`src/hw/rtl/rccm_pkg.sv`:
```
// Shared types, constants and lookup tables for the radiation cost merge.
// Used by rccm_cost_pipe and the top level radiation_cell_cost_merge.
`default_nettype none

package rccm_pkg;

	// Register indexes of the configuration port.
	typedef enum logic [2:0] {
		REG_NOISE    = 3'd0,
		REG_CRITICAL = 3'd1,
		REG_INV_SOFT = 3'd2,
		REG_GAIN     = 3'd3,
		REG_CAP      = 3'd4
	} reg_index_t;

	// How a cell's cost is formed once the level is decoded.
	typedef enum logic [1:0] {
		KIND_SKIP,
		KIND_ZERO,
		KIND_CAP,
		KIND_BAND
	} kind_t;

	typedef struct packed {
		logic [14:0] noise;
		logic [14:0] critical;
		logic [15:0] inv_soft;
		logic [15:0] gain;
		logic [7:0]  cap;
	} cfg_t;

	localparam logic [7:0]  WALL_COST  = 8'd254;
	localparam logic [7:0]  CAP_LIMIT  = 8'd252;
	localparam logic [16:0] LOG2E_Q16  = 17'd94548;
	localparam logic [4:0]  EXP_LIMIT  = 5'd24;

	localparam logic [14:0] NOISE_RST    = 15'd3840;
	localparam logic [14:0] CRITICAL_RST = 15'd23040;
	localparam logic [15:0] INV_SOFT_RST = 16'd4369;
	localparam logic [15:0] GAIN_RST     = 16'd435;
	localparam logic [7:0]  CAP_RST      = 8'd252;

	// 2^(k/16) in Q16.16, rounded.
	function automatic logic [17:0] pow2_base(input logic [3:0] k);
		logic [17:0] v;
		case (k)
			4'd0:    v = 18'd65536;
			4'd1:    v = 18'd68438;
			4'd2:    v = 18'd71468;
			4'd3:    v = 18'd74632;
			4'd4:    v = 18'd77936;
			4'd5:    v = 18'd81386;
			4'd6:    v = 18'd84990;
			4'd7:    v = 18'd88752;
			4'd8:    v = 18'd92682;
			4'd9:    v = 18'd96785;
			4'd10:   v = 18'd101070;
			4'd11:   v = 18'd105545;
			4'd12:   v = 18'd110218;
			4'd13:   v = 18'd115098;
			4'd14:   v = 18'd120194;
			default: v = 18'd125515;
		endcase
		return v;
	endfunction

	// Difference to the next table entry, for linear interpolation.
	function automatic logic [12:0] pow2_step(input logic [3:0] k);
		logic [12:0] v;
		case (k)
			4'd0:    v = 13'd2902;
			4'd1:    v = 13'd3030;
			4'd2:    v = 13'd3164;
			4'd3:    v = 13'd3304;
			4'd4:    v = 13'd3450;
			4'd5:    v = 13'd3604;
			4'd6:    v = 13'd3762;
			4'd7:    v = 13'd3930;
			4'd8:    v = 13'd4103;
			4'd9:    v = 13'd4285;
			4'd10:   v = 13'd4475;
			4'd11:   v = 13'd4673;
			4'd12:   v = 13'd4880;
			4'd13:   v = 13'd5096;
			4'd14:   v = 13'd5321;
			default: v = 13'd5557;
		endcase
		return v;
	endfunction

endpackage

`default_nettype wire

```
`src/hw/rtl/rccm_cost_pipe.sv`:
```
// Seven-stage cost pipeline: level decode, exponent, base-2 conversion,
// table interpolation, shift, gain multiply and final merge. Uses rccm_pkg.
`default_nettype none

module rccm_cost_pipe (
	input  wire logic          clk,
	input  wire logic          arst_n,
	input  wire rccm_pkg::cfg_t cfg,
	input  wire logic          in_valid,
	output logic               in_ready,
	input  wire logic [7:0]    in_level,
	input  wire logic [7:0]    in_old,
	output logic               out_valid,
	input  wire logic          out_ready,
	output logic               out_we,
	output logic [7:0]         out_cost
);
	import rccm_pkg::*;

	localparam int NS = 7;
	localparam logic [40:0] ONE_Q16 = 41'h10000;

	typedef struct packed {
		kind_t      kind;
		logic [7:0] old;
	} side_t;

	logic [NS:1] vld_q;
	logic [NS:1] adv;

	// A stage moves on when it is empty or its successor moves on, so bubbles close up.
	always_comb begin
		adv[NS] = !vld_q[NS] || out_ready;
		for (int i = NS - 1; i >= 1; i--) begin
			adv[i] = !vld_q[i] || adv[i + 1];
		end
	end

	assign in_ready = adv[1];

	always_ff @(posedge clk or negedge arst_n) begin
		if (!arst_n) begin
			vld_q <= '0;
		end else begin
			if (adv[1]) vld_q[1] <= in_valid;
			for (int i = 2; i <= NS; i++) begin
				if (adv[i]) vld_q[i] <= vld_q[i - 1];
			end
		end
	end

	// Stage 1: decode the level against the thresholds.
	side_t       side_s1;
	logic [14:0] x_s1;
	logic [14:0] rq;
	kind_t       kind_d;

	assign rq = {in_level[6:0], 8'd0};

	always_comb begin
		if (in_level[7] || in_old == WALL_COST) kind_d = KIND_SKIP;
		else if (rq <= cfg.noise)               kind_d = KIND_ZERO;
		else if (rq >= cfg.critical)            kind_d = KIND_CAP;
		else                                    kind_d = KIND_BAND;
	end

	always_ff @(posedge clk) begin
		if (adv[1]) begin
			side_s1 <= '{kind: kind_d, old: in_old};
			x_s1    <= rq - cfg.noise;
		end
	end

	// Stage 2: exponent in Q16.16.
	side_t       side_s2;
	logic [22:0] e_s2;
	logic [30:0] mul2;

	assign mul2 = 31'(x_s1) * 31'(cfg.inv_soft);

	always_ff @(posedge clk) begin
		if (adv[2]) begin
			side_s2 <= side_s1;
			e_s2    <= mul2[30:8];
		end
	end

	// Stage 3: scale by log2(e) so the power can be taken in base two.
	side_t       side_s3;
	logic [23:0] y_s3;
	logic [39:0] mul3;

	assign mul3 = 40'(e_s2) * 40'(LOG2E_Q16);

	always_ff @(posedge clk) begin
		if (adv[3]) begin
			side_s3 <= side_s2;
			y_s3    <= mul3[39:16];
		end
	end

	// Stage 4: fractional power from the table, interpolated over the low twelve bits.
	side_t       side_s4;
	logic [17:0] p_s4;
	logic [4:0]  n_s4;
	logic        big_s4;
	logic [24:0] mul4;

	assign mul4 = 25'(pow2_step(y_s3[15:12])) * 25'(y_s3[11:0]);

	always_ff @(posedge clk) begin
		if (adv[4]) begin
			side_s4 <= side_s3;
			p_s4    <= pow2_base(y_s3[15:12]) + 18'(mul4[24:12]);
			n_s4    <= y_s3[20:16];
			big_s4  <= y_s3[23:16] >= 8'(EXP_LIMIT);
		end
	end

	// Stage 5: integer power by shifting. Anything past 32 bits saturates later.
	side_t       side_s5;
	logic [31:0] d_s5;
	logic        sat_s5;
	logic [40:0] ex;
	logic [40:0] dx;

	assign ex = 41'(p_s4) << n_s4;
	assign dx = ex - ONE_Q16;

	always_ff @(posedge clk) begin
		if (adv[5]) begin
			side_s5 <= side_s4;
			d_s5    <= dx[31:0];
			sat_s5  <= big_s4 || (|dx[40:32]);
		end
	end

	// Stage 6: multiply by the gain.
	side_t       side_s6;
	logic [23:0] c_s6;
	logic        sat_s6;
	logic [47:0] mul6;

	assign mul6 = 48'(d_s5) * 48'(cfg.gain);

	always_ff @(posedge clk) begin
		if (adv[6]) begin
			side_s6 <= side_s5;
			c_s6    <= mul6[47:24];
			sat_s6  <= sat_s5;
		end
	end

	// Stage 7: clamp, take the larger of old and new cost, and hold for the output.
	logic       we_s7;
	logic [7:0] cost_s7;
	logic [7:0] band;
	logic [7:0] cost;

	always_comb begin
		if (sat_s6)                      band = (cfg.gain != '0) ? cfg.cap : 8'd0;
		else if (c_s6 > 24'(cfg.cap))    band = cfg.cap;
		else                             band = c_s6[7:0];
		case (side_s6.kind)
			KIND_ZERO: cost = 8'd0;
			KIND_CAP:  cost = cfg.cap;
			KIND_BAND: cost = band;
			default:   cost = 8'd0;
		endcase
	end

	always_ff @(posedge clk) begin
		if (adv[7]) begin
			we_s7   <= side_s6.kind != KIND_SKIP;
			cost_s7 <= (side_s6.kind == KIND_SKIP || side_s6.old > cost) ? side_s6.old : cost;
		end
	end

	assign out_valid = vld_q[NS];
	assign out_we    = we_s7;
	assign out_cost  = cost_s7;

	// The input side only stalls once every stage holds a word.
	a_full_when_stalled: assert property (@(posedge clk) disable iff (!arst_n)
		!in_ready |-> (&vld_q))
		else $error("input stalled while a pipeline stage is empty");

	a_accept_enters: assert property (@(posedge clk) disable iff (!arst_n)
		(in_valid && in_ready) |=> vld_q[1])
		else $error("accepted word did not enter the first stage");

	// The cap never exceeds 252 and walls are never written, so a write cannot carry 254.
	a_no_wall_write: assert property (@(posedge clk) disable iff (!arst_n)
		(vld_q[NS] && we_s7) |-> (cost_s7 != WALL_COST))
		else $error("written cost equals the wall cost");

	a_stall_holds: assert property (@(posedge clk) disable iff (!arst_n)
		(vld_q[NS] && !out_ready) |=> (vld_q[NS] && $stable(cost_s7) && $stable(we_s7)))
		else $error("stalled result changed");

endmodule

`default_nettype wire

```
`src/hw/rtl/radiation_cell_cost_merge.sv`:
```
// Top level of the radiation cost merge: configuration registers and the
// stream ports around rccm_cost_pipe. Depends on rccm_pkg.
//
//   channel  dir  handshake            payload (lowest bit first)
//   cfg      in   cfg_we               cfg_index[2:0], cfg_data[15:0]
//   s        in   s_tvalid / s_tready  tdata: radiation_level[7:0], cell_cost[15:8]
//   m        out  m_tvalid / m_tready  tdata: new_cost[7:0]; tuser: write_enable
//
// One word is accepted per cycle while the output is not stalled; each result passes
// through the seven register stages of the cost pipeline.
// Reset clears the stage valid bits and loads the register defaults.
// A stall at the output backs up stage by stage; empty stages still fill.
`default_nettype none

module radiation_cell_cost_merge (
	input  wire logic        clk,
	input  wire logic        arst_n,
	input  wire logic        cfg_we,
	input  wire logic [2:0]  cfg_index,
	input  wire logic [15:0] cfg_data,
	input  wire logic        s_tvalid,
	output logic             s_tready,
	input  wire logic [15:0] s_tdata,   // radiation_level [7:0], cell_cost [15:8]
	output logic             m_tvalid,
	input  wire logic        m_tready,
	output logic [7:0]       m_tdata,   // new_cost [7:0]
	output logic             m_tuser    // write_enable
);
	import rccm_pkg::*;

	logic [14:0] noise_q;
	logic [14:0] critical_q;
	logic [15:0] inv_soft_q;
	logic [15:0] gain_q;
	logic [7:0]  cap_q;
	cfg_t        cfg;

	always_ff @(posedge clk or negedge arst_n) begin
		if (!arst_n) begin
			noise_q    <= NOISE_RST;
			critical_q <= CRITICAL_RST;
			inv_soft_q <= INV_SOFT_RST;
			gain_q     <= GAIN_RST;
			cap_q      <= CAP_RST;
		end else if (cfg_we) begin
			unique case (cfg_index)
				REG_NOISE:    noise_q    <= cfg_data[14:0];
				REG_CRITICAL: critical_q <= cfg_data[14:0];
				REG_INV_SOFT: inv_soft_q <= cfg_data;
				REG_GAIN:     gain_q     <= cfg_data;
				REG_CAP:      cap_q      <= cfg_data[7:0];
				default: ;
			endcase
		end
	end

	// The cap is limited so that no computed cost can reach the wall code.
	assign cfg = '{
		noise:    noise_q,
		critical: critical_q,
		inv_soft: inv_soft_q,
		gain:     gain_q,
		cap:      (cap_q > CAP_LIMIT) ? CAP_LIMIT : cap_q
	};

	rccm_cost_pipe u_pipe (
		.clk       (clk),
		.arst_n    (arst_n),
		.cfg       (cfg),
		.in_valid  (s_tvalid),
		.in_ready  (s_tready),
		.in_level  (s_tdata[7:0]),
		.in_old    (s_tdata[15:8]),
		.out_valid (m_tvalid),
		.out_ready (m_tready),
		.out_we    (m_tuser),
		.out_cost  (m_tdata)
	);

endmodule

`default_nettype wire

```
`config.mk`:
```
export PLATFORM = sky130hd
export DESIGN_NAME = radiation_cell_cost_merge
export DESIGN_NICKNAME = d
export VERILOG_FILES = /design/src/hw/rtl/rccm_pkg.sv /design/src/hw/rtl/rccm_cost_pipe.sv /design/src/hw/rtl/radiation_cell_cost_merge.sv
export SDC_FILE = /design/constraint.sdc
export NUM_CORES = 2
export LEC_CHECK = 0
export ABC_AREA = 1
export BUFFER_PORTS_ARGS = -buffer_cell sky130_fd_sc_hd__buf_2
export CAP_MARGIN = 20
export CORE_MARGIN = 3
export CORE_UTILIZATION = 53
export CTS_BUF_LIST = sky130_fd_sc_hd__clkbuf_16
export CTS_CLUSTER_DIAMETER = 50
export DETAILED_ROUTE_END_ITERATION = 6
export GPL_ROUTABILITY_DRIVEN = 0
export PLACE_DENSITY = 0.71
export SYNTH_ARGS = -nofsm -noshare
export SYNTH_HDL_FRONTEND = slang
export SYNTH_SLANG_ARGS = --single-unit
```
`constraint.sdc`:
```
create_clock -name clk -period 6.5 [get_ports clk]
set_input_delay 0.65 -clock clk [delete_from_list [all_inputs] [get_ports clk]]
set_output_delay 0.65 -clock clk [all_outputs]
set_load 0.03 [all_outputs]
```
# == After elaboration in Yosys (flattened, before gate mapping) ==
# Memory sizes are Yosys's and may differ from the RTL's. A register that Yosys moved wholly into a read port is not among the register bits.
# Index checks and enable logic that the tools add are counted.
# totals
input_bits,40
word_cells,99
register_bits,290
romBits,464
mem_count,2
out_inout_bits,11
# classes
n_mux,11
n_reduce_logical,28
mul,4
add_sub_neg,3
n_lt_le_gt_ge,6
n_eq_ne,7
shift,1
# mem_list
name,words,word_bits,read_ports,rd_ports_with_merged_regs,wr,line,rtl
(name not given),16,16,1,1,0,rccm_pkg.sv:46,case (k)
(name not given),16,13,1,1,0,rccm_pkg.sv:70,case (k)
# ops
cell,count
32-bit by 16-bit multiplier with 48-bit output,1
18-bit by 5-bit << shifter with 41-bit output,1
41-bit by 17-bit subtractor with 41-bit output (second input constant),1
8-bit two-way mux,5
23-bit by 15-bit multiplier with 38-bit output (second input constant),1
15-bit by 16-bit multiplier with 31-bit output,1
13-bit by 12-bit multiplier with 25-bit output,1
24-bit by 8-bit greater-than comparator with 1-bit output,1
18-bit by 13-bit adder with 18-bit output,1
18-bit two-way mux,1
8-bit one-hot mux with 2 select lines,1
16-bit nonzero test,1
15-bit >= comparator,1
15-bit <= comparator,1
15-bit subtractor,1
1-bit logical OR,10
2-bit AND reduction,5
9-bit OR reduction,1
8-bit == test (second input constant),1
8-bit by 5-bit >= comparator with 1-bit output (second input constant),1
8-bit greater-than comparator,1
8-bit greater-than comparator (second input constant),1
4-bit two-way mux,2
1-bit zero test,7
9 further kinds,12

# == Logic depth before layout (Yosys ltp) ==
# depth
depth_word,9
depth_mapped,36
depth_no_buf,35

# == Hierarchy ==
# Synthesis repeated with hierarchy kept, for this count alone.
# unflattened
hier_cells,5921
area_unflattened_um2,50028.0
# by_module_without_submodules
mod,area_per_inst_um2,seq_area_each_um2,instances,cells_each
rccm_cost_pipe,47195.3,7151.9,1,5594
radiation_cell_cost_merge,2832.7,1781.7,1,327

# == Worst setup path after synthesis ==
# No wires, ideal clock.
# synth_timing
path_kind,register -> register
startpoint,register u_pipe.y_s3[3]
endpoint,register u_pipe.p_s4[15] (data pin)
required_time_ns,6.240
t_arrival_ns,5.912
stages_incl_launch_ff,34
path_slack_ns,0.328
synth_period_minus_slack_ns,6.172
cell_sequence,edfxtp_1 -> clkbuf_1 -> nand2_1 -> fa_1 -> inv_1 -> fa_1 -> inv_1 -> fa_1 -> inv_1 -> fa_1 -> inv_1 -> fa_1 -> inv_1 -> ha_1 -> a21oi_1 -> o21ai_0 -> nand2_1 -> nand2_1 -> nand2_1 -> nand2_1 -> a21oi_1 -> xnor2_1 -> ha_1 -> nand2_1 -> nor3_1 -> nand2_1 -> o211ai_1 -> nand3_1 -> nand2_1 -> nand3_1 -> nand2_1 -> a31oi_1 -> nor3b_1 -> nor2_1
# synth_between
elab_chain_cells,2
# synth_rtl
item,line,rtl
start: declaration,rccm_cost_pipe.sv:90,logic [23:0] y_s3;
start signal: assignment,rccm_cost_pipe.sv:98,y_s3 <= mul3[39:16];
13-bit by 12-bit multiplier with 25-bit output,rccm_cost_pipe.sv:109,assign mul4 = 25'(pow2_step(y_s3[15:12])) * 25'(y_s3[11:0]);
18-bit by 13-bit adder with 18-bit output,rccm_cost_pipe.sv:114,p_s4 <= pow2_base(y_s3[15:12]) + 18'(mul4[24:12]);
end signal: assignment,rccm_cost_pipe.sv:114,
end: declaration,rccm_cost_pipe.sv:104,logic [17:0] p_s4;
# No other way between the ends.
# A chain may end at the register's enable or synchronous reset.

# == Final worst setup path ==
# Ends and elaborated chain as after synthesis.

==> impl_metrics.tcl <==
set metrics [dict create \
    die-area_um2 97300 \
    synth.area.top_cells "fa_1, edfxtp_1, ha_1, nand2_1, inv_1" \
    worst_pin_slew_ns 0.967 \
    worst-path-max-fanout 5 \
    finish.utilization 0.578 \
    die_h_um 312 \
    htreeDepth 2 \
    synthesis.nets 7249 \
    regArea_um2 8960 \
    multi_input_area_um2 34500 \
    synth_area_per_cell_um2 8.40 \
    critPathLaunch "u_pipe.y_s3[3]" \
    hpwl_um 99300 \
    slew_violations 0 \
    crit_slowest_cell "fa_1" \
    area_growth_pct 7.52 \
    run_status "finished, final reports clean" \
    die_w_um 312 \
    clk_pin_slew_ns 0.06 \
    layout.nets 7247 \
    max-clock-path-buffers 3 \
    first_pass_iters 6 \
    design_area_um2 53300 \
    postRouteAntennaNets 0 \
    setup.worst_path.end_class "flip-flop" \
    timing.fmax_mhz 159 \
    drtIter0Drc 2627 \
    clock_latency_ns 0.58 \
    num_io_pins 51 \
    worstPathRequired_ns 6.80 \
    core_area_um2 92200 \
    wirelength_um 119000 \
    num_rows 111 \
    hold_path.class "in2reg" \
    yosysWarnings 0 \
    wl_per_cell_um 16.5 \
    placed_cell_area_um2 51400 \
    drc 0 \
    synth_seq_area_share 0.180 \
    synth_commonest_cells "nand2_1, inv_1, fa_1" \
    synth_area_um2 49600 \
    setup_viol 0 \
    max_cap_violations 0 \
    synth_most_common_cell "nand2_1" \
    hold_slack_ns 0.317 \
    final_layout_size_suffix_gt1_frac 0.0699 \
    r2r_start "u_pipe.y_s3[3]" \
    setup_tns_ns 0 \
    numCtsBuffers 43 \
    post-route-min-period_ns 6.30 \
    grt_max_degree 63 \
    cp_data_arrival_time_ns 6.60 \
    hold_viol_final 0 \
    fin_crit_sh 0.970 \
    nFillCells 8173 \
    worstSetupPathType "reg2reg" \
    grt_pass1_wl_um 197000 \
    grt_use_total 0.248 \
    slowest_delay_ns 0.53 \
    io_buffers 50 \
    reg2reg_slack_ns 0.20 \
    start_util 0.538 \
    synth_flop_cell "edfxtp_1" \
    synth_seq_cells 319 \
    synth_cell_types 59 \
    cts_sinks 319 \
    synth-edff-count 213 \
    clockRootBuffer "clkbuf_16" \
    clock-skew-final_ns 0.0421 \
    netlist_instances 5904 \
    grt_pass1_vias 39500 \
    yosys.area.top_type "fa_1" \
    start_kind "flip-flop" \
    slew_headroom 0.354 \
    rsz0062_at_grt "yes" \
    avgViaCountPerCell 5.28 \
    async_reset_ff_frac 0.241 \
    vias 37900 \
    grt-ovfl-total 0 \
    yosysTopAreaCellShare 0.329 \
    cts_tree "yes" \
    min_from "s_tdata[15]" \
    antenna_found_initial 2 \
]
## cells in the final DEF, fill, tap and decap left out, types with 49 or more instances in the layout
cell type     n
ha_1        483
xor2_1       84
nand3_1     202
inv_1      1439
o21ai_0     175
fa_1        815
buf_4       143
edfxtp_1    213
nor2_1      208
nand2_1    1433
buf_2        49
a21oi_1     169
## through the flow
stage               cells  setup WS, ns
CTS                  7157        0.0857
global placement     7077         0.166
detailed placement   7077         0.119
floorplan            5904         0.328
finish               7180         0.198
global route         7179        -0.105
## final timing paths
check | endpoint | cells after the start
max | u_pipe.p_s4[15] | 30
min | u_pipe.side_s1[7] | 1
min reg2reg | u_pipe.side_s5[2] | 0
max reg2reg | u_pipe.p_s4[15] | 30
min in group asynchronous | gain_q[15] | 2
max in group asynchronous | u_pipe.vld_q[4] | 3
## flip-flops by register name, summed over array words and instances (netlist names), 15 cells and up, named ones only
name / count
inv_soft_q: 16
u_pipe.d_s5: 32
u_pipe.p_s4: 18
critical_q: 15
u_pipe.c_s6: 24
u_pipe.y_s3: 24
u_pipe.e_s2: 23
noise_q: 15
gain_q: 16
u_pipe.x_s1: 15
## critical path: cells and delay by family, from the launching register on
family	cells	cell delay [ns]
AO/OA/AOI/OAI	4	0.67
adder cells (fa/ha/maj)	7	3.06
XOR/XNOR	1	0.16
AND/OR/NAND/NOR	10	1.03
flip-flops	1	0.42
buffers and inverters	8	0.69
## routing by layer
layer | part of all wire | vias up | global-route usage
met1 | 0.41 | 18700 | 0.324
met4 | 0.028 | 2 | 0.0681
met3 | 0.082 | 233 | 0.0563
li1 | - | 17700 | -
met5 | 0.00011 | - | 0
met2 | 0.48 | 1296 | 0.417
## what timing repair did
item | 4_1_cts | 5_1_grt
resized for setup | 0 | 77
buffers inserted | 0 | 20
hold buffers | 1 | 0
endpoints found under the setup margin | 0 | 33
hold endpoints to repair | 10 | 0
## cells by family after synthesis
group	Yosys count	share of synthesized area
xor gates and xnor gates	131	0.0231
and+or+nand+nor	1983	0.162
buffers and inverters	1698	0.130
adders and majority gates	1305	0.453
DFF	319	0.180
AOI/OAI and AO/OA	468	0.0520
## layout make-up
type | instances | share of cell area
sequential | 319 | 0.168
multi-input combinational | 3887 | 0.646
clock buffer | 44 | 0.0206
clock inverter | 35 | 0.00605
tap | 1243 | 0.0292
timing repair buffer | 204 | 0.0277
antenna | 1 | 0.0000469
inverter | 1447 | 0.102
Power is left out: the tool's default activity adds up to more than one toggle a clock period on the data nets, which glitch-free logic cannot reach.
